File: config.mk
export PLATFORM = sky130hd
export DESIGN_NAME = circle_rasterizer_unit_flat
export DESIGN_NICKNAME = d
export VERILOG_FILES = /design/src/crast_pkg.sv /design/src/crast_if.sv /design/src/crast_front.sv /design/src/crast_queue.sv /design/src/crast_back.sv /design/src/circle_rasterizer_unit.sv /design/src/flat_wrapper.sv
export SDC_FILE = /design/constraint.sdc
export NUM_CORES = 1
export LEC_CHECK = 0
export BUFFER_PORTS_ARGS = -buffer_cell sky130_fd_sc_hd__buf_2
export CAP_MARGIN = 30
export CORE_MARGIN = 2
export CORE_UTILIZATION = 55
export CTS_BUF_LIST = sky130_fd_sc_hd__clkbuf_2
export CTS_CLUSTER_SIZE = 28
export DETAILED_ROUTE_END_ITERATION = 8
export PLACE_DENSITY = 0.74
export SYNTH_ARGS = -nofsm -noshare
export SYNTH_HDL_FRONTEND = slang
export SYNTH_SLANG_ARGS = --single-unit
File: constraint.sdc
create_clock -name clk -period 8.8 [get_ports clk]
set_input_delay 1.76 -clock clk [delete_from_list [all_inputs] [get_ports clk]]
set_output_delay 1.76 -clock clk [all_outputs]
set_load 0.005 [all_outputs]
File: src/crast_pkg.sv
// Shared types and constants for the circle rasterizer.
// Used by the pixel channel interface, the front, queue and back modules, and the top level.
package crast_pkg;

  localparam int FRAME_W     = 11;
  localparam int COLOR_W     = 24;
  localparam int PIX_OUT_W   = 12;
  localparam int CFG_IDX_W   = 2;
  localparam int CFG_DATA_W  = 24;
  localparam int QUEUE_DEPTH = 2;
  localparam int SLOT_W      = 3;

  localparam logic [FRAME_W-1:0] FRAME_RESET = 11'd600;
  localparam logic [COLOR_W-1:0] COLOR_RESET = 24'hFFFFFF;
  localparam logic [SLOT_W-1:0]  LAST_SLOT   = 3'd7;

  typedef enum logic {
    CMD_START = 1'b0,
    CMD_STEP  = 1'b1
  } cmd_t;

  typedef enum logic [CFG_IDX_W-1:0] {
    REG_FRAME_WIDTH  = 2'd0,
    REG_FRAME_HEIGHT = 2'd1,
    REG_DRAW_COLOR   = 2'd2
  } cfg_reg_t;

  typedef struct packed {
    logic [FRAME_W-1:0] frame_width;
    logic [FRAME_W-1:0] frame_height;
    logic [COLOR_W-1:0] draw_color;
  } frame_cfg_t;

  // queue entry: center x, center y, major offset, minor offset, last flag
  function automatic int entry_width(input int coord_bits);
    return 4 * coord_bits + 3;
  endfunction

endpackage

File: src/crast_if.sv
// Request and pixel channel interfaces for the circle rasterizer.
// Depends on crast_pkg for the fixed pixel field widths.
interface crast_in_if #(
  parameter int COORD_BITS = 10
) ();
  logic                  valid;
  logic                  ready;
  logic                  cmd;
  logic [COORD_BITS-1:0] center_x;
  logic [COORD_BITS-1:0] center_y;
  logic [COORD_BITS-1:0] edge_x;
  logic [COORD_BITS-1:0] edge_y;

  modport source (output valid, cmd, center_x, center_y, edge_x, edge_y, input ready);
  modport sink (input valid, cmd, center_x, center_y, edge_x, edge_y, output ready);
endinterface

interface crast_out_if import crast_pkg::*; ();
  logic                        valid;
  logic                        ready;
  logic signed [PIX_OUT_W-1:0] pixel_x;
  logic signed [PIX_OUT_W-1:0] pixel_y;
  logic [COLOR_W-1:0]          pixel_color;
  logic                        in_frame;
  logic                        last_pixel;

  modport source (output valid, pixel_x, pixel_y, pixel_color, in_frame, last_pixel,
                  input ready);
  modport sink (input valid, pixel_x, pixel_y, pixel_color, in_frame, last_pixel,
                output ready);
endinterface

File: src/crast_front.sv
// Front end: accepts start and step requests, runs the midpoint iteration and
// pushes one octant point per drawing request into the queue. Depends on crast_pkg.
module crast_front import crast_pkg::*; #(
  parameter int COORD_BITS = 10
) (
  input  logic                                clk,
  input  logic                                rst_n,
  crast_in_if.sink                            in_ch,
  input  logic                                q_ready,
  output logic                                q_push,
  output logic [entry_width(COORD_BITS)-1:0]  q_data
);

  localparam int OFF_W = COORD_BITS + 1;
  localparam int ERR_W = COORD_BITS + 4;
  localparam logic signed [ERR_W-1:0] ERR_ONE = ERR_W'(1);

  typedef struct packed {
    logic [COORD_BITS-1:0] cx;
    logic [COORD_BITS-1:0] cy;
    logic [OFF_W-1:0]      major;
    logic [OFF_W-1:0]      minor;
    logic                  last;
  } entry_t;

  logic                    active_r, active_nxt;
  logic [COORD_BITS-1:0]   cx_r, cx_nxt, cy_r, cy_nxt;
  logic [OFF_W-1:0]        major_r, major_nxt, minor_r, minor_nxt;
  logic signed [ERR_W-1:0] err_r, err_nxt;

  logic signed [COORD_BITS:0] diff_x, diff_y;
  logic [COORD_BITS-1:0]      dx, dy, radius;
  logic signed [ERR_W-1:0]    minor2, major2, e1, e2;
  logic [ERR_W-1:0]           e1_mag, e2_mag;
  logic                       y_only, done;
  logic [OFF_W-1:0]           step_major, step_minor;
  entry_t                     entry;

  assign in_ch.ready = q_ready;
  assign q_data      = entry;

  always_comb begin
    diff_x = $signed({1'b0, in_ch.edge_x}) - $signed({1'b0, in_ch.center_x});
    diff_y = $signed({1'b0, in_ch.edge_y}) - $signed({1'b0, in_ch.center_y});
    dx     = diff_x[COORD_BITS] ? COORD_BITS'(-diff_x) : COORD_BITS'(diff_x);
    dy     = diff_y[COORD_BITS] ? COORD_BITS'(-diff_y) : COORD_BITS'(diff_y);
    radius = (dx < dy) ? dy : dx;

    minor2 = $signed(ERR_W'({minor_r, 1'b0}));
    major2 = $signed(ERR_W'({major_r, 1'b0}));
    e1     = err_r + minor2 + ERR_ONE;
    e2     = e1 - major2 + ERR_ONE;
    e1_mag = e1[ERR_W-1] ? ERR_W'(-e1) : ERR_W'(e1);
    e2_mag = e2[ERR_W-1] ? ERR_W'(-e2) : ERR_W'(e2);
    y_only = e1_mag < e2_mag;

    step_major = y_only ? major_r : major_r - OFF_W'(1);
    step_minor = minor_r + OFF_W'(1);
    done       = step_major < step_minor;

    active_nxt = active_r;
    cx_nxt     = cx_r;
    cy_nxt     = cy_r;
    major_nxt  = major_r;
    minor_nxt  = minor_r;
    err_nxt    = err_r;
    q_push     = 1'b0;
    entry.cx    = cx_r;
    entry.cy    = cy_r;
    entry.major = step_major;
    entry.minor = step_minor;
    entry.last  = done;

    if (in_ch.valid && q_ready) begin
      if (cmd_t'(in_ch.cmd) == CMD_START) begin
        active_nxt  = 1'b1;
        cx_nxt      = in_ch.center_x;
        cy_nxt      = in_ch.center_y;
        major_nxt   = OFF_W'(radius);
        minor_nxt   = '0;
        err_nxt     = '0;
        q_push      = 1'b1;
        entry.cx    = in_ch.center_x;
        entry.cy    = in_ch.center_y;
        entry.major = OFF_W'(radius);
        entry.minor = '0;
        entry.last  = 1'b0;
      end else if (active_r) begin
        active_nxt = !done;
        major_nxt  = step_major;
        minor_nxt  = step_minor;
        err_nxt    = y_only ? e1 : e2;
        q_push     = 1'b1;
      end
    end
  end

  always_ff @(posedge clk) begin
    if (!rst_n) begin
      active_r <= 1'b0;
    end else begin
      active_r <= active_nxt;
    end
  end

  always_ff @(posedge clk) begin
    cx_r    <= cx_nxt;
    cy_r    <= cy_nxt;
    major_r <= major_nxt;
    minor_r <= minor_nxt;
    err_r   <= err_nxt;
  end

endmodule

File: src/crast_queue.sv
// Short request queue between the front and back ends of the circle rasterizer.
// Depends on crast_pkg for the queue depth.
module crast_queue import crast_pkg::*; #(
  parameter int WIDTH = 43
) (
  input  logic             clk,
  input  logic             rst_n,
  input  logic             push,
  input  logic [WIDTH-1:0] push_data,
  output logic             push_ready,
  input  logic             pop,
  output logic             pop_valid,
  output logic [WIDTH-1:0] pop_data
);

  localparam int PTR_W = (QUEUE_DEPTH > 1) ? $clog2(QUEUE_DEPTH) : 1;
  localparam int CNT_W = $clog2(QUEUE_DEPTH + 1);
  localparam logic [CNT_W-1:0] FULL_CNT = CNT_W'(QUEUE_DEPTH);
  localparam logic [PTR_W-1:0] LAST_PTR = PTR_W'(QUEUE_DEPTH - 1);

  logic [WIDTH-1:0] mem_r [QUEUE_DEPTH];
  logic [PTR_W-1:0] wr_ptr_r, wr_ptr_nxt, rd_ptr_r, rd_ptr_nxt;
  logic [CNT_W-1:0] count_r, count_nxt;
  logic             do_push, do_pop;

  assign push_ready = count_r != FULL_CNT;
  assign pop_valid  = count_r != '0;
  assign pop_data   = mem_r[rd_ptr_r];
  assign do_push    = push && push_ready;
  assign do_pop     = pop && pop_valid;

  always_comb begin
    wr_ptr_nxt = wr_ptr_r;
    rd_ptr_nxt = rd_ptr_r;
    count_nxt  = count_r;
    if (do_push) begin
      wr_ptr_nxt = (wr_ptr_r == LAST_PTR) ? '0 : wr_ptr_r + PTR_W'(1);
    end
    if (do_pop) begin
      rd_ptr_nxt = (rd_ptr_r == LAST_PTR) ? '0 : rd_ptr_r + PTR_W'(1);
    end
    if (do_push && !do_pop) begin
      count_nxt = count_r + CNT_W'(1);
    end else if (do_pop && !do_push) begin
      count_nxt = count_r - CNT_W'(1);
    end
  end

  always_ff @(posedge clk) begin
    if (!rst_n) begin
      wr_ptr_r <= '0;
      rd_ptr_r <= '0;
      count_r  <= '0;
    end else begin
      wr_ptr_r <= wr_ptr_nxt;
      rd_ptr_r <= rd_ptr_nxt;
      count_r  <= count_nxt;
    end
  end

  always_ff @(posedge clk) begin
    if (do_push) begin
      mem_r[wr_ptr_r] <= push_data;
    end
  end

endmodule

File: src/crast_back.sv
// Back end: expands each queued octant point into eight mirrored pixels, one per
// cycle unless stalled, into a registered pixel channel. Depends on crast_pkg.
module crast_back import crast_pkg::*; #(
  parameter int COORD_BITS = 10
) (
  input  logic                                clk,
  input  logic                                rst_n,
  input  frame_cfg_t                          cfg,
  input  logic                                q_valid,
  input  logic [entry_width(COORD_BITS)-1:0]  q_data,
  output logic                                q_pop,
  crast_out_if.source                         out_ch
);

  localparam int OFF_W = COORD_BITS + 1;
  localparam int PIX_W = COORD_BITS + 2;
  localparam int CMP_W = (PIX_W > FRAME_W) ? PIX_W : FRAME_W;

  typedef struct packed {
    logic [COORD_BITS-1:0] cx;
    logic [COORD_BITS-1:0] cy;
    logic [OFF_W-1:0]      major;
    logic [OFF_W-1:0]      minor;
    logic                  last;
  } entry_t;

  entry_t                      ent;
  logic [SLOT_W-1:0]           slot_r, slot_nxt;
  logic                        out_valid_r, out_valid_nxt;
  logic signed [PIX_OUT_W-1:0] px_r, py_r;
  logic [COLOR_W-1:0]          color_r;
  logic                        frame_r, last_r;

  logic                        load;
  logic [OFF_W-1:0]            u, v;
  logic signed [PIX_W-1:0]     cx_s, cy_s, u_s, v_s, px, py;
  logic                        px_in, py_in;

  assign ent = q_data;

  assign out_ch.valid       = out_valid_r;
  assign out_ch.pixel_x     = px_r;
  assign out_ch.pixel_y     = py_r;
  assign out_ch.pixel_color = color_r;
  assign out_ch.in_frame    = frame_r;
  assign out_ch.last_pixel  = last_r;

  always_comb begin
    load  = q_valid && (!out_valid_r || out_ch.ready);
    q_pop = load && (slot_r == LAST_SLOT);

    u    = slot_r[2] ? ent.minor : ent.major;
    v    = slot_r[2] ? ent.major : ent.minor;
    cx_s = $signed(PIX_W'(ent.cx));
    cy_s = $signed(PIX_W'(ent.cy));
    u_s  = $signed(PIX_W'(u));
    v_s  = $signed(PIX_W'(v));
    px   = slot_r[0] ? cx_s - u_s : cx_s + u_s;
    py   = slot_r[1] ? cy_s - v_s : cy_s + v_s;

    px_in = !px[PIX_W-1] && (CMP_W'($unsigned(px)) < CMP_W'(cfg.frame_width));
    py_in = !py[PIX_W-1] && (CMP_W'($unsigned(py)) < CMP_W'(cfg.frame_height));

    slot_nxt      = load ? slot_r + SLOT_W'(1) : slot_r;
    out_valid_nxt = load ? 1'b1 : (out_valid_r && !out_ch.ready);
  end

  always_ff @(posedge clk) begin
    if (!rst_n) begin
      slot_r      <= '0;
      out_valid_r <= 1'b0;
    end else begin
      slot_r      <= slot_nxt;
      out_valid_r <= out_valid_nxt;
    end
  end

  always_ff @(posedge clk) begin
    if (load) begin
      px_r    <= PIX_OUT_W'(px);
      py_r    <= PIX_OUT_W'(py);
      color_r <= cfg.draw_color;
      frame_r <= px_in && py_in;
      last_r  <= ent.last && (slot_r == LAST_SLOT);
    end
  end

endmodule

File: src/circle_rasterizer_unit.sv
// Midpoint circle rasterizer: a start request sets center and radius, each step
// request advances one octant point; every drawing request yields eight pixels.
// A drawing request occupies the pixel emitter for its eight pixels, one pixel
// per cycle while the pixel channel is not stalled; a step request with no circle
// in progress yields nothing. The front end takes a request every cycle while
// the two-entry queue has room, and the first pixel of a request is registered
// in the queue and then in the pixel output register before it is presented.
// Depends on crast_pkg, crast_if, crast_front, crast_queue and crast_back.
module circle_rasterizer_unit import crast_pkg::*; #(
  parameter int COORD_BITS = 10
) (
  input  logic                  clk,
  input  logic                  rst_n,
  crast_in_if.sink              in_ch,
  crast_out_if.source           out_ch,
  input  logic                  cfg_we,
  input  logic [CFG_IDX_W-1:0]  cfg_index,
  input  logic [CFG_DATA_W-1:0] cfg_wdata
);

  localparam int ENTRY_W = entry_width(COORD_BITS);

  frame_cfg_t         cfg_r, cfg_nxt;
  logic               q_push, q_ready, q_pop, q_valid;
  logic [ENTRY_W-1:0] q_wdata, q_rdata;

  always_comb begin
    cfg_nxt = cfg_r;
    if (cfg_we) begin
      unique case (cfg_index)
        REG_FRAME_WIDTH:  cfg_nxt.frame_width  = cfg_wdata[FRAME_W-1:0];
        REG_FRAME_HEIGHT: cfg_nxt.frame_height = cfg_wdata[FRAME_W-1:0];
        REG_DRAW_COLOR:   cfg_nxt.draw_color   = cfg_wdata[COLOR_W-1:0];
        default:          cfg_nxt = cfg_r;
      endcase
    end
  end

  always_ff @(posedge clk) begin
    if (!rst_n) begin
      cfg_r.frame_width  <= FRAME_RESET;
      cfg_r.frame_height <= FRAME_RESET;
      cfg_r.draw_color   <= COLOR_RESET;
    end else begin
      cfg_r <= cfg_nxt;
    end
  end

  crast_front #(
    .COORD_BITS(COORD_BITS)
  ) u_front (
    .clk     (clk),
    .rst_n   (rst_n),
    .in_ch   (in_ch),
    .q_ready (q_ready),
    .q_push  (q_push),
    .q_data  (q_wdata)
  );

  crast_queue #(
    .WIDTH(ENTRY_W)
  ) u_queue (
    .clk        (clk),
    .rst_n      (rst_n),
    .push       (q_push),
    .push_data  (q_wdata),
    .push_ready (q_ready),
    .pop        (q_pop),
    .pop_valid  (q_valid),
    .pop_data   (q_rdata)
  );

  crast_back #(
    .COORD_BITS(COORD_BITS)
  ) u_back (
    .clk     (clk),
    .rst_n   (rst_n),
    .cfg     (cfg_r),
    .q_valid (q_valid),
    .q_data  (q_rdata),
    .q_pop   (q_pop),
    .out_ch  (out_ch)
  );

endmodule

File: src/flat_wrapper.sv
// flat-port wrapper written by rule: the top's interface ports become plain ports
module circle_rasterizer_unit_flat import crast_pkg::*;
#(
  parameter int COORD_BITS = 10
)
  (clk, rst_n, cfg_we, cfg_index, cfg_wdata, in_ch_valid, in_ch_cmd, in_ch_center_x, in_ch_center_y, in_ch_edge_x, in_ch_edge_y, in_ch_ready, out_ch_valid, out_ch_pixel_x, out_ch_pixel_y, out_ch_pixel_color, out_ch_in_frame, out_ch_last_pixel, out_ch_ready);
  crast_in_if #(.COORD_BITS(COORD_BITS)) in_ch_i ();
  crast_out_if out_ch_i ();
  input  logic clk;
  input  logic rst_n;
  input  logic cfg_we;
  input  logic [CFG_IDX_W-1:0] cfg_index;
  input  logic [CFG_DATA_W-1:0] cfg_wdata;
  input wire logic [$bits(in_ch_i.valid)-1:0] in_ch_valid;
  input wire logic [$bits(in_ch_i.cmd)-1:0] in_ch_cmd;
  input wire logic [$bits(in_ch_i.center_x)-1:0] in_ch_center_x;
  input wire logic [$bits(in_ch_i.center_y)-1:0] in_ch_center_y;
  input wire logic [$bits(in_ch_i.edge_x)-1:0] in_ch_edge_x;
  input wire logic [$bits(in_ch_i.edge_y)-1:0] in_ch_edge_y;
  output wire logic [$bits(in_ch_i.ready)-1:0] in_ch_ready;
  output wire logic [$bits(out_ch_i.valid)-1:0] out_ch_valid;
  output wire logic [$bits(out_ch_i.pixel_x)-1:0] out_ch_pixel_x;
  output wire logic [$bits(out_ch_i.pixel_y)-1:0] out_ch_pixel_y;
  output wire logic [$bits(out_ch_i.pixel_color)-1:0] out_ch_pixel_color;
  output wire logic [$bits(out_ch_i.in_frame)-1:0] out_ch_in_frame;
  output wire logic [$bits(out_ch_i.last_pixel)-1:0] out_ch_last_pixel;
  input wire logic [$bits(out_ch_i.ready)-1:0] out_ch_ready;
  assign in_ch_i.valid = in_ch_valid;
  assign in_ch_i.cmd = in_ch_cmd;
  assign in_ch_i.center_x = in_ch_center_x;
  assign in_ch_i.center_y = in_ch_center_y;
  assign in_ch_i.edge_x = in_ch_edge_x;
  assign in_ch_i.edge_y = in_ch_edge_y;
  assign in_ch_ready = in_ch_i.ready;
  assign out_ch_valid = out_ch_i.valid;
  assign out_ch_pixel_x = out_ch_i.pixel_x;
  assign out_ch_pixel_y = out_ch_i.pixel_y;
  assign out_ch_pixel_color = out_ch_i.pixel_color;
  assign out_ch_in_frame = out_ch_i.in_frame;
  assign out_ch_last_pixel = out_ch_i.last_pixel;
  assign out_ch_i.ready = out_ch_ready;
  circle_rasterizer_unit #(.COORD_BITS(COORD_BITS)) u_core (.clk(clk), .rst_n(rst_n), .in_ch(in_ch_i), .out_ch(out_ch_i), .cfg_we(cfg_we), .cfg_index(cfg_index), .cfg_wdata(cfg_wdata));
endmodule
---- After elaboration in Yosys (flattened, before gate mapping) ----
Memories as Yosys holds them, arrays and structs flattened. A register that Yosys moved wholly into a read port is not among the register bits.
Cells that the tools add are included.
storage, ports and cells
  bits of input ports ..................... 72
  logic and storage cells ................. 112
  latch bits .............................. 0
  register bits after elaboration ......... 161
  ROM bits ................................ 0
  output and inout bits ................... 52
  memories ................................ 1
  RAM bits ................................ 86
cells by class
  eq/ne operators ......................... 5
  shift-type cells ........................ 0
  order comparisons ....................... 5
  muxes and demuxes ....................... 31
  bitwise operators ....................... 1
  reductions and logical operators ........ 28
  div/mod/pow operators ................... 0
  $add $sub $neg .......................... 21
  multiply operators ...................... 0
memories
  memory                depth  width  read ports  clocked after Yosys merged registers in  wr ports  RTL line           source
  u_core.u_queue.mem_r  2      43     1           1                                        1         crast_queue.sv:21  logic [WIDTH-1:0] mem_r [QUEUE_DEPTH];
operators by type and width
  kind                     number
  $mux W43                 2
  $mux W14                 4
  $mux W11                 5
  $mux W10                 4
  $add A14 B2 Y14 const B  2
  $neg A14 Y14             2
  $add A10 B11 Y12         2
  $lt A12 B11 Y1           2
  $mux W12                 2
  $sub A10 B11 Y12         2
  $sub A10 B10 Y11         2
  $neg A10 Y10             2
  $add A14 B13 Y14         1
  $lt A14 B14 Y1           1
  $sub A14 B13 Y14         1
  $logic_and A1 B1 Y1      12
  $mux W1                  12
  $add A11 B1 Y11 const B  1
  $lt A11 B11 Y1           1
  $sub A11 B1 Y11 const B  1
  $lt A10 B10 Y1           1
  $reduce_and A2 Y1        5
  $logic_not A1 Y1         7
  $mux W2                  2
  13 further kinds         15

---- Depth between registers and ports, before layout ----
Gate-level depths: netlist of run 1.
  depth in word-level cells ............... 12
  gate-level depth with buffers ........... 35
  mapped depth without buffers ............ 35

---- Cells and area by module ----
Synthesis of run 1 repeated with hierarchy kept, for this count alone.
unflattened totals
  cells, all modules ...................... 1500
  area, all modules ....................... 15812.7 sq um
by module, submodules not included
  module                  seq. area each (sq um)  instances  area an instance (sq um)  cells an instance
  crast_front             1701.6                  1          6666.4                    775
  crast_back              1581.5                  1          3898.7                    373
  crast_queue             2682.6                  1          3342.0                    158
  circle_rasterizer_unit  920.9                   1          1905.6                    194

---- Least setup slack after synthesis of run 1 ----
OpenSTA, ideal clock, no wires.
  path kind ............................... reg2reg
  from .................................... register u_core.u_front.minor_r[0]
  to ...................................... memory u_core.u_queue.mem_r[0][0], data pin
  buffers on the path ..................... 1
  period minus slack after synthesis ...... 7.170 ns
  slack ................................... 1.630 ns
  data required time ...................... 8.522 ns
  library setup time ...................... 0.278 ns
  stages on the path, launching flop included .. 30
  data arrival time ....................... 6.892 ns
  cell sequence ........................... edfxtp_1 fa_1 a211oi_2 o21bai_1 o311a_1 nor2_1 xnor2_1 ha_1 ha_1 or3_1 o211ai_1 nand2_1 a31oi_1 xor2_2 xor2_2 o31ai_1 xor2_1 ha_1 nand4_1 nor3_1 o41ai_1 o21bai_1 clkbuf_1 nand2_1 xnor2_1 inv_1 ha_1 o211ai_1 a2111oi_0 nor2_1
on the way
  word-level cells in the longest chain between the ends .. 11
  elaborated cells on any way between the ends .. 14
  those cells by class .................... 7 x add/sub; 2 x order compare; 5 x mux
RTL lines
  what                    RTL line                      source
  from (decl)             crast_front.sv:28             logic [OFF_W-1:0] major_r, major_nxt, minor_r, minor_nxt;
  from (signal assigned)  crast_front.sv:110            minor_r <= minor_nxt;
  $add A14 B13 Y14        crast_front.sv:51             e1 = err_r + minor2 + ERR_ONE;
  $add A14 B2 Y14         crast_front.sv:51
  $sub A14 B13 Y14        crast_front.sv:52             e2 = e1 - major2 + ERR_ONE;
  $add A14 B2 Y14         crast_front.sv:52
  $neg A14 Y14            crast_front.sv:54             e2_mag = e2[ERR_W-1] ? ERR_W'(-e2) : ERR_W'(e2);
  $mux W14                crast_front.sv:54
  $lt A14 B14 Y1          crast_front.sv:55             y_only = e1_mag < e2_mag;
  $mux W11                crast_front.sv:57             step_major = y_only ? major_r : major_r - OFF_W'(1);
  $lt A11 B11 Y1 (*)      crast_front.sv:59             done = step_major < step_minor;
  $mux W43                crast_front.sv:75             if (cmd_t'(in_ch.cmd) == CMD_START) begin
  $mux W43 (*)            crast_front.sv:74             if (in_ch.valid && q_ready) begin
  net u_core.q_wdata[0]   circle_rasterizer_unit.sv:25  logic [ENTRY_W-1:0] q_wdata, q_rdata;
  to (decl)               crast_queue.sv:21
Mark *: on every way through the listed nets, which the timed path passes. The rest lies on a longest branch.

---- Final worst setup path of run 1 ----
Ends and elaborated chain as after synthesis.

==> results of run 1 <==
-- registers in the layout, summed over array words and instances, names as in the netlist, 2 cells and up, named ones only --
signal / cells
u_core.u_front.err_r: 14
u_core.u_back.out_ch.pixel_color: 24
u_core.u_queue.mem_r: 86
u_core.u_front.cy_r: 10
u_core.u_front.minor_r: 11
u_core.cfg_r: 46
u_core.u_front.major_r: 11
u_core.u_queue.count_r: 2
u_core.u_front.cx_r: 10
u_core.u_back.out_ch.pixel_y: 12
u_core.u_back.slot_r: 3
u_core.u_back.out_ch.pixel_x: 12
-- synthesized netlist by cell type (all sizes together) (4+ instances only) --
cell type	n
nand2	171
a21oi	57
nor2b	24
edfxtp	192
a21o	21
nor2	145
o21ai	80
inv	97
a21boi	22
clkbuf	33
buf	8
nand4	10
o31a	8
fa	6
a211oi	13
dfxtp	56
and3	8
o211ai	15
mux4	10
or3b	4
nor3b	5
and2	8
nand3b	5
ha	136
xor2	41
o21bai	4
o31ai	7
nor3	25
or3	6
a31oi	13
mux2	28
o21a	17
nand2b	15
mux2i	33
xnor2	89
nand3	43
-- cell type report --
type / count / area, um2 / share of cell area [%]
diodes: 2 / 5.00 / 0.0295
well taps: 372 / 465 / 2.74
inverters: 97 / 364 / 2.15
flip-flops and latches: 248 / 6890 / 40.6
clock inverters: 17 / 161 / 0.951
multi-input cells: 1104 / 7870 / 46.4
repair buffers: 134 / 742 / 4.37
clock buffers: 96 / 480 / 2.83
-- routing by layer --
layer | GRT usage (%) | vias to the layer above | part of all wire, %
met1 | 31.9 | 5343 | 46
met3 | 4.14 | 55 | 5.9
met5 | 0 | - | 0
met2 | 39.2 | 339 | 46
met4 | 8.47 | 0 | 2.1
li1 | - | 5690 | -
-- metrics by stage --
step / std cells / worst slack, ns / hold slack, ns / util [%] / cell area, um2
after floorplan: 1490 / 1.63 / 0.408 / - / 15200
after global placement: 1952 / 1.34 / 0.410 / 60.0 / 16300
after detailed placement: 1955 / 1.02 / 0.413 / 60.2 / 16300
after CTS: 2068 / 0.999 / 0.433 / 62.6 / 17000
after global routing: 2070 / 0.174 / 0.434 / 62.6 / 17000
final: 2070 / 0.948 / 0.430 / 62.6 / 17000
-- critical path: cells and delay by family, from the launching register on --
family,cells,cell delay (ns)
AOI/OAI and AO/OA,11,2.75
xor gates and xnor gates,5,1.39
adders and majority gates,5,1.56
buffers and inverters,1,0.09
DFF,1,0.54
and+or+nand+nor,8,1.22
-- kinds of logic after synthesis --
family          count (synthesis)  share of synthesized area, %
simple gates                  483                          14.3
fa+ha+maj                     142                          11.9
xor+xnor                      130                          7.61
mux                            71                          5.71
buf+inv                       138                          3.45
compound gates                278                          11.8
flops                         248                          45.2
-- path summary, 6_finish.rpt --
kind	from	endpoint	cells after the start
setup reg to reg	u_core.u_front.minor_r[0]$_SDFFCE_PN0P_	u_core.u_queue.mem_r[0][0]$_DFFE_PP_	30
setup / recovery	u_core.u_front.minor_r[0]$_SDFFCE_PN0P_	u_core.u_queue.mem_r[0][0]$_DFFE_PP_	30
hold / removal	u_core.cfg_r[11]$_SDFFE_PN1P_	u_core.u_back.out_ch.pixel_color[11]$_DFFE_PP_	0
hold reg to reg	u_core.cfg_r[11]$_SDFFE_PN1P_	u_core.u_back.out_ch.pixel_color[11]$_DFFE_PP_	0
==> results.json, run 1 <==
{
  "outcome": "finished, final reports clean",
  "coreArea_um2": 27100,
  "antenna_found_initial": 2,
  "detail_route.wl_per_cell_um": 16.4,
  "die-height_um": 171,
  "critPathArrivalTime_ns": 8.36,
  "rsz0062_at_grt": "false",
  "synthCells": 1490,
  "drc": 0,
  "grt_use_total_pct": 23.9,
  "die_w_um": 171,
  "maxCapViolCount": 0,
  "dr.pass1.iters": 7,
  "finalSetupViolations": 0,
  "cts_root_buf": "clkbuf_2",
  "timing.fmax_mhz": 127,
  "async_reset_ff_share_pct": 0,
  "layout_commonest_cell": "edfxtp_1",
  "hold_violations": 0,
  "num_rows": 60,
  "synth_top_area_cell": "edfxtp_1",
  "totalWireLength_um": 33900,
  "grt.overflow.total": 0,
  "synth_top_area_share_pct": 37.8,
  "crit_top_cell": "ha_1",
  "avgSynthCellArea_um2": 10.2,
  "cts_setup_buffers": 0,
  "clock_skew_ns": 0.0933,
  "ioPinCount": 124,
  "synth_ff_type": "edfxtp_1",
  "ff2ff_setup_slack_ns": 0.95,
  "crit_slowest_cell": "a2111oi_0",
  "portBuffers": 123,
  "ys_ff_latch": 248,
  "fillCellCount": 2263,
  "maxSlewViolCount": 0,
  "layout.nets": 1866,
  "cts_max_level": 3,
  "ys_seq_area_share_pct": 45.2,
  "max-slew-margin-rel_pct": 33.6,
  "hold_class": "flop to flop",
  "period_minus_slack_ns": 7.85,
  "place_hpwl_um": 25600,
  "crit_type": "flop to flop",
  "tritoncts": "built",
  "cp-end-kind": "flop",
  "vias": 11427,
  "ant_nets": 0,
  "final_cell_mix": "edfxtp_1 (192), nand2_1 (171), nor2_1 (144)",
  "synth.net_count": 1704,
  "cts_resized": 0,
  "drt_iter0_drc": 671,
  "synth.area.top_cells": "edfxtp_1 (38%), ha_1 (11%), dfxtp_1 (7.4%)",
  "setup.worst_path.start_class": "flop",
  "start_util_pct": 56.3,
  "cts-buffers-inserted": 67,
  "crit_fanout": 8,
  "clkLatencyLatePin_ns": 0.86,
  "drive_gt1_share_pct": 17.8,
  "clkTransAtPathRegs_ns": 0.10,
  "area_growth_syn_to_layout_pct": 11.3,
  "cts.sink_count": 248,
  "finalSetupTns_ns": 0,
  "vias_per_cell": 5.52,
  "slowest_delay_ns": 0.62,
  "grt_max_degree": 57,
  "cp_data_required_time_ns": 9.30,
  "syn_area_um2": 15200,
  "synth_edf_count": 192,
  "clk_path_buf_depth": 3,
  "grt_pass1_vias": 11177,
  "grt_pass1_wl_um": 55200,
  "die-area_um2": 29100,
  "tightest_slew_ns": 0.997,
  "finalCritPeriodShare_pct": 89.2,
  "ys_warn_count": 0,
  "synth.distinct_cells": 70,
  "globalplace.congestion": 0.907,
  "hold_buffers": 0
}
Power of run 1 is not shown: default switching activity piles up to over one toggle a cycle in this logic, so the estimate is an artifact.
==> run 2, diff against run 1 <==
--- a/config.mk
+++ b/config.mk
@@ -7,6 +7,7 @@
 export LEC_CHECK = 0
 export BUFFER_PORTS_ARGS = -buffer_cell sky130_fd_sc_hd__buf_2
 export CAP_MARGIN = 30
+export CORE_ASPECT_RATIO = 0.9
 export CORE_MARGIN = 2
 export CORE_UTILIZATION = 55
 export CTS_BUF_LIST = sky130_fd_sc_hd__clkbuf_2
==> run 2 against run 1 <==
Count of clock-buffer cells in the layout increased by 1. Worst setup slack got worse by 0.045 ns. Via count up 2.3%. First-iteration DRC count is 42% higher. Final area decreased by 0.41%. Utilization down 0.25 points. Critical endpoint is now u_core.u_front.active_r$_SDFFE_PN0P_.
==> results.json, run 2 (same netlist as run 1, synthesis figures left out) <==
{
  "setup.worst_path.start_class": "flop",
  "cts_setup_buffers": 0,
  "vias": 11688,
  "dp_cells": 1937,
  "cp_data_required_time_ns": 9.47,
  "rsz0062_at_grt": "false",
  "grt_pass1_vias": 11243,
  "portBuffers": 123,
  "globalplace.congestion": 0.905,
  "cts_max_level": 3,
  "grt.overflow.total": 0,
  "crit_slowest_cell": "edfxtp_1",
  "instances_no_fill": 2059,
  "crit_type": "flop to flop",
  "drive_gt1_share_pct": 17.7,
  "finalCritPeriodShare_pct": 89.7,
  "crit_fanout": 11,
  "die_w_um": 180,
  "tightest_slew_ns": 0.986,
  "die-height_um": 162,
  "crit_start": "u_core.u_front.minor_r[0]$_SDFFCE_PN0P_",
  "totalWireLength_um": 35000,
  "cts_resized": 0,
  "drc": 0,
  "critPathArrivalTime_ns": 8.57,
  "antenna_found_initial": 1,
  "place_hpwl_um": 26000,
  "period_minus_slack_ns": 7.90,
  "cp-end-kind": "flop",
  "grt_pass1_wl_um": 56200,
  "start_util_pct": 56.3,
  "layout.nets": 1866,
  "max-slew-margin-rel_pct": 33.4,
  "die-area_um2": 29100,
  "cts_root_buf": "clkbuf_2",
  "area_growth_syn_to_layout_pct": 10.9,
  "clkTransAtPathRegs_ns": 0.11,
  "clk_path_buf_depth": 3,
  "dpl_cell_area_um2": 16300,
  "crit_buf_inv": 1,
  "layout_commonest_cell": "edfxtp_1",
  "drt_iter0_drc": 955,
  "maxSlewViolCount": 0,
  "crit_top_cell": "ha_1",
  "maxCapViolCount": 0,
  "num_rows": 57,
  "hold_violations": 0,
  "clock_skew_ns": 0.117,
  "hold_buffers": 0,
  "detail_route.wl_per_cell_um": 17.0,
  "ioPinCount": 124,
  "ant_nets": 0,
  "r2r_start": "u_core.u_front.minor_r[0]$_SDFFCE_PN0P_",
  "grt_max_degree": 57,
  "final_cell_mix": "edfxtp_1 (192), nand2_1 (171), nor2_1 (144)",
  "cts-buffers-inserted": 67,
  "finalSetupViolations": 0,
  "hp-start": "u_core.cfg_r[16]$_SDFFE_PN1P_",
  "fin_area_um2": 16900,
  "hold_class": "flop to flop",
  "cts.sink_count": 248,
  "dr.pass1.iters": 5,
  "coreArea_um2": 27100,
  "timing.fmax_mhz": 127,
  "clkLatencyLatePin_ns": 0.88,
  "vias_per_cell": 5.68,
  "outcome": "finished, final reports clean",
  "slowest_delay_ns": 0.56,
  "largest-register": "u_core.u_queue.mem_r",
  "tritoncts": "built",
  "largest_register_ffs": 86,
  "finalSetupTns_ns": 0,
  "grt_use_total_pct": 23.9,
  "crit_family": "compound AO/OA/AOI/OAI gates"
}
## run 2: metrics by stage
stage | util [%] | setup WS, ns | hold slack (ns)
finish | 62.4 | 0.903 | 0.425
global route | 62.4 | 0.286 | 0.447
CTS | 62.4 | 0.993 | 0.427
detailed placement | 60.1 | 1.08 | 0.413
global placement | 59.9 | 1.29 | 0.410
floorplan | - | 1.63 | 0.408
## run 2: cell type report
type | count | area, um2
fillers | 2244 | 10200
clock inverters | 24 | 140
clock buffers | 97 | 485
diodes | 1 | 2.50
inverters | 97 | 364
flip-flops and latches | 248 | 6890
repair buffers | 134 | 714
multi-input cells | 1104 | 7870
well taps | 354 | 443
## run 2: worst register-to-register path, delay by kind of cell (launching register included)
kind / cells / cell delay (ns)
AOI/OAI and AO/OA: 13 / 2.66
xor gates and xnor gates: 5 / 1.31
adders and majority gates: 5 / 1.73
buffers and inverters: 1 / 0.09
DFF: 1 / 0.56
and+or+nand+nor: 9 / 1.41
## run 2: final timing paths
kind	to	slack (ns)	cells past startpoint
worst max register to register	u_core.u_front.active_r$_SDFFE_PN0P_	0.90	33
worst min register to register	u_core.u_back.out_ch.pixel_color[16]$_DFFE_PP_	0.43	0
worst max-delay path	u_core.u_front.active_r$_SDFFE_PN0P_	0.90	33
worst min-delay path	u_core.u_back.out_ch.pixel_color[16]$_DFFE_PP_	0.43	0
## run 2: layer usage
metal  up-vias  wire [um]  GRT usage (%)  share of wire [%]
met2       451      15400           37.9                 44
met4         0        954           8.61                2.7
li1       5695          -              -                  -
met5         -          0              0                  0
met3        69       2360           4.35                6.7
met1      5473      16200           33.1                 46
Power of run 2 is left out for the same reason.
==> run 3, diff against run 2 <==
--- a/config.mk
+++ b/config.mk
@@ -16,4 +16,5 @@
 export PLACE_DENSITY = 0.74
 export SYNTH_ARGS = -nofsm -noshare
 export SYNTH_HDL_FRONTEND = slang
+export SYNTH_HIERARCHICAL = 1
 export SYNTH_SLANG_ARGS = --single-unit
==> run 3 against run 2 <==
First-iteration DRC count down 11%. Hold slack about the same. Routed wire length up 1.9%. Final cell count about the same. Register-to-register slack worse by 0.24 ns.
==> results.json, run 3 <==
{
  "rsz0062_at_grt": "false",
  "ys_ff_latch": 248,
  "setup.worst_path.start_class": "flop",
  "layout.nets": 1870,
  "cts_root_buf": "clkbuf_2",
  "grt_max_degree": 68,
  "grt.overflow.total": 0,
  "crit_type": "flop to flop",
  "die-area_um2": 30100,
  "largest-register": "u_core/u_queue/mem_r",
  "maxSlewViolCount": 0,
  "drc": 0,
  "async_reset_ff_share_pct": 0,
  "max-slew-margin-rel_pct": 39.7,
  "cts_max_level": 3,
  "synth_edf_count": 192,
  "outcome": "finished, final reports clean",
  "r2r_start": "u_core/u_front/minor_r[0]$_SDFFCE_PN0P_",
  "ys_seq_area_share_pct": 43.6,
  "num_rows": 58,
  "clkTransAtPathRegs_ns": 0.12,
  "final_cell_mix": "edfxtp_1 (192), ha_1 (136), inv_1 (131)",
  "ioPinCount": 124,
  "coreArea_um2": 28100,
  "hold_violations": 0,
  "die_w_um": 183,
  "critPathArrivalTime_ns": 8.66,
  "grt_use_total_pct": 23.8,
  "start_util_pct": 56.3,
  "hold_buffers": 0,
  "hold_class": "flop to flop",
  "period_minus_slack_ns": 8.14,
  "regToRegEndpoint": "u_core/u_queue/mem_r[1][0]$_DFFE_PP_",
  "maxCapViolCount": 0,
  "ys_warn_count": 6,
  "synth_top_area_share_pct": 36.5,
  "cts-buffers-inserted": 66,
  "synth.area.top_cells": "edfxtp_1 (36%), ha_1 (11%), dfxtp_1 (7.1%)",
  "synth_top_area_cell": "edfxtp_1",
  "syn_area_um2": 15800,
  "clk_path_buf_depth": 3,
  "globalplace.congestion": 0.926,
  "antenna_found_initial": 1,
  "synth.most_common_cell": "edfxtp_1",
  "vias": 11613,
  "synth.net_count": 1714,
  "multi_input_area_um2": 8230,
  "cp-end-kind": "flop",
  "drive_gt1_share_pct": 18.4,
  "pre_cts_ws_ns": 0.440,
  "whs_path_depth": 0,
  "place_hpwl_um": 26200,
  "synth_ff_type": "edfxtp_1",
  "finalCritPeriodShare_pct": 92.5,
  "layout_commonest_cell": "edfxtp_1",
  "ff2ff_setup_slack_ns": 0.66,
  "hp-start": "u_core/cfg_r[6]$_SDFFE_PN1P_",
  "grt_pass1_vias": 11378,
  "crit_fanout": 19,
  "finalSetupTns_ns": 0,
  "cp_data_required_time_ns": 9.32,
  "die-height_um": 165,
  "timing.fmax_mhz": 123,
  "min_to": "u_core/u_back/out_ch.pixel_color[6]$_DFFE_PP_",
  "area_growth_syn_to_layout_pct": 10.4,
  "crit_top_cell": "ha_1",
  "synth_common_cells": "edfxtp_1 (192), ha_1 (136), inv_1 (132)",
  "synthCells": 1500,
  "fillCellCount": 2314,
  "synth.distinct_cells": 83,
  "dr.pass1.iters": 5,
  "drt_iter0_drc": 848,
  "tritoncts": "built",
  "grt_pass1_wl_um": 56900,
  "crit_slowest_cell": "a2111oi_0",
  "ant_nets": 0,
  "clock_skew_ns": 0.0643,
  "avgSynthCellArea_um2": 10.5,
  "cts.sink_count": 248,
  "detail_route.wl_per_cell_um": 17.3,
  "reg2reg_depth": 31,
  "vias_per_cell": 5.64,
  "seqCellArea_um2": 6890,
  "tightest_slew_ns": 0.894,
  "final.setup.worst_slack_ns": 0.660,
  "portBuffers": 123,
  "largest_register_ffs": 86,
  "finalSetupViolations": 0,
  "slowest_delay_ns": 0.67,
  "totalWireLength_um": 35700,
  "clkLatencyLatePin_ns": 0.84
}
==> run 3: changes by cell type after synthesis, moves of 12 or more <==
cell,delta
a21boi_0,-12
a21oi_1,+12
inv_1,+36
mux2_2,+22
mux2i_1,+38
nand2_1,-69
nand3_1,-23
nand4b_1,+19
nor2_1,-29
o21ai_0,-28
==> run 3: per-stage QoR <==
step                hold slack [ns]  util [%]  instances  area [um2]
detailed placement            0.415      59.6       1946       16800
finish                        0.426      62.1       2060       17500
global route                  0.434      62.1       2060       17500
CTS                           0.430      61.9       2057       17400
floorplan                     0.408         -       1500       15800
global placement              0.411      59.6       1945       16700
==> run 3: how the worst max path moves through the flow <==
stage,depth (start not counted),slack [ns],startpoint,end
after global routing,35,0.04,u_core/u_front/minor_r[0]$_SDFFCE_PN0P_,u_core/u_front/active_r$_SDFFE_PN0P_
after floorplan,36,1.42,u_core/u_front/minor_r[0]$_SDFFCE_PN0P_,u_core/u_front/active_r$_SDFFE_PN0P_
after CTS,35,0.34,u_core/u_front/minor_r[0]$_SDFFCE_PN0P_,u_core/u_front/active_r$_SDFFE_PN0P_
after global placement,35,0.59,u_core/u_front/minor_r[0]$_SDFFCE_PN0P_,u_core/u_front/active_r$_SDFFE_PN0P_
after detailed placement,35,0.44,u_core/u_front/minor_r[0]$_SDFFCE_PN0P_,u_core/u_front/active_r$_SDFFE_PN0P_
final,31,0.66,u_core/u_front/minor_r[0]$_SDFFCE_PN0P_,u_core/u_queue/mem_r[1][0]$_DFFE_PP_
==> run 3: layout make-up <==
class	instances	area share [%]
inverter	134	2.88
sequential	248	39.5
tap	360	2.58
multi-input combinational	1070	47.2
antenna	1	0.0143
clock inverter	25	1.16
clock buffer	86	2.47
timing repair buffer	136	4.23
==> run 3: repair_timing <==
action | CTS | global route
resized for setup | 0 | 4
setup buffers | 0 | 1
setup endpoints to repair | 0 | 3
==> run 3: cells by family (layout without fill, tap and decap cells) <==
| logic type | count (synthesis) | in the layout | share of synthesized area, % |
|---|---|---|---|
| adder cells (fa/ha/maj) | 142 | 142 | 11.5 |
| multiplexers | 122 | 122 | 8.13 |
| XOR/XNOR | 138 | 138 | 7.83 |
| flip-flops | 248 | 248 | 43.6 |
| buffers and inverters | 182 | 381 | 4.69 |
| other | 0 | 1 | 0 |
| AO/OA/AOI/OAI | 266 | 266 | 11.5 |
| AND/OR/NAND/NOR | 402 | 402 | 12.7 |
==> run 3: critical path, delay by kind of cell, from the launching register on <==
family          cells  cell delay (ns)
compound gates     14             3.53
xor+xnor            5             1.12
buf+inv             1             0.09
simple gates        6             0.78
fa+ha+maj           5             1.81
flops               1             0.50
==> run 3: metal layers <==
metal  routed length (um)  global-route usage [%]
met1                16500                    32.6
met2                16200                    38.6
met3                 2350                    4.34
met4                  670                    7.18
met5                    0                       0
Power of run 3 is left out for the same reason.
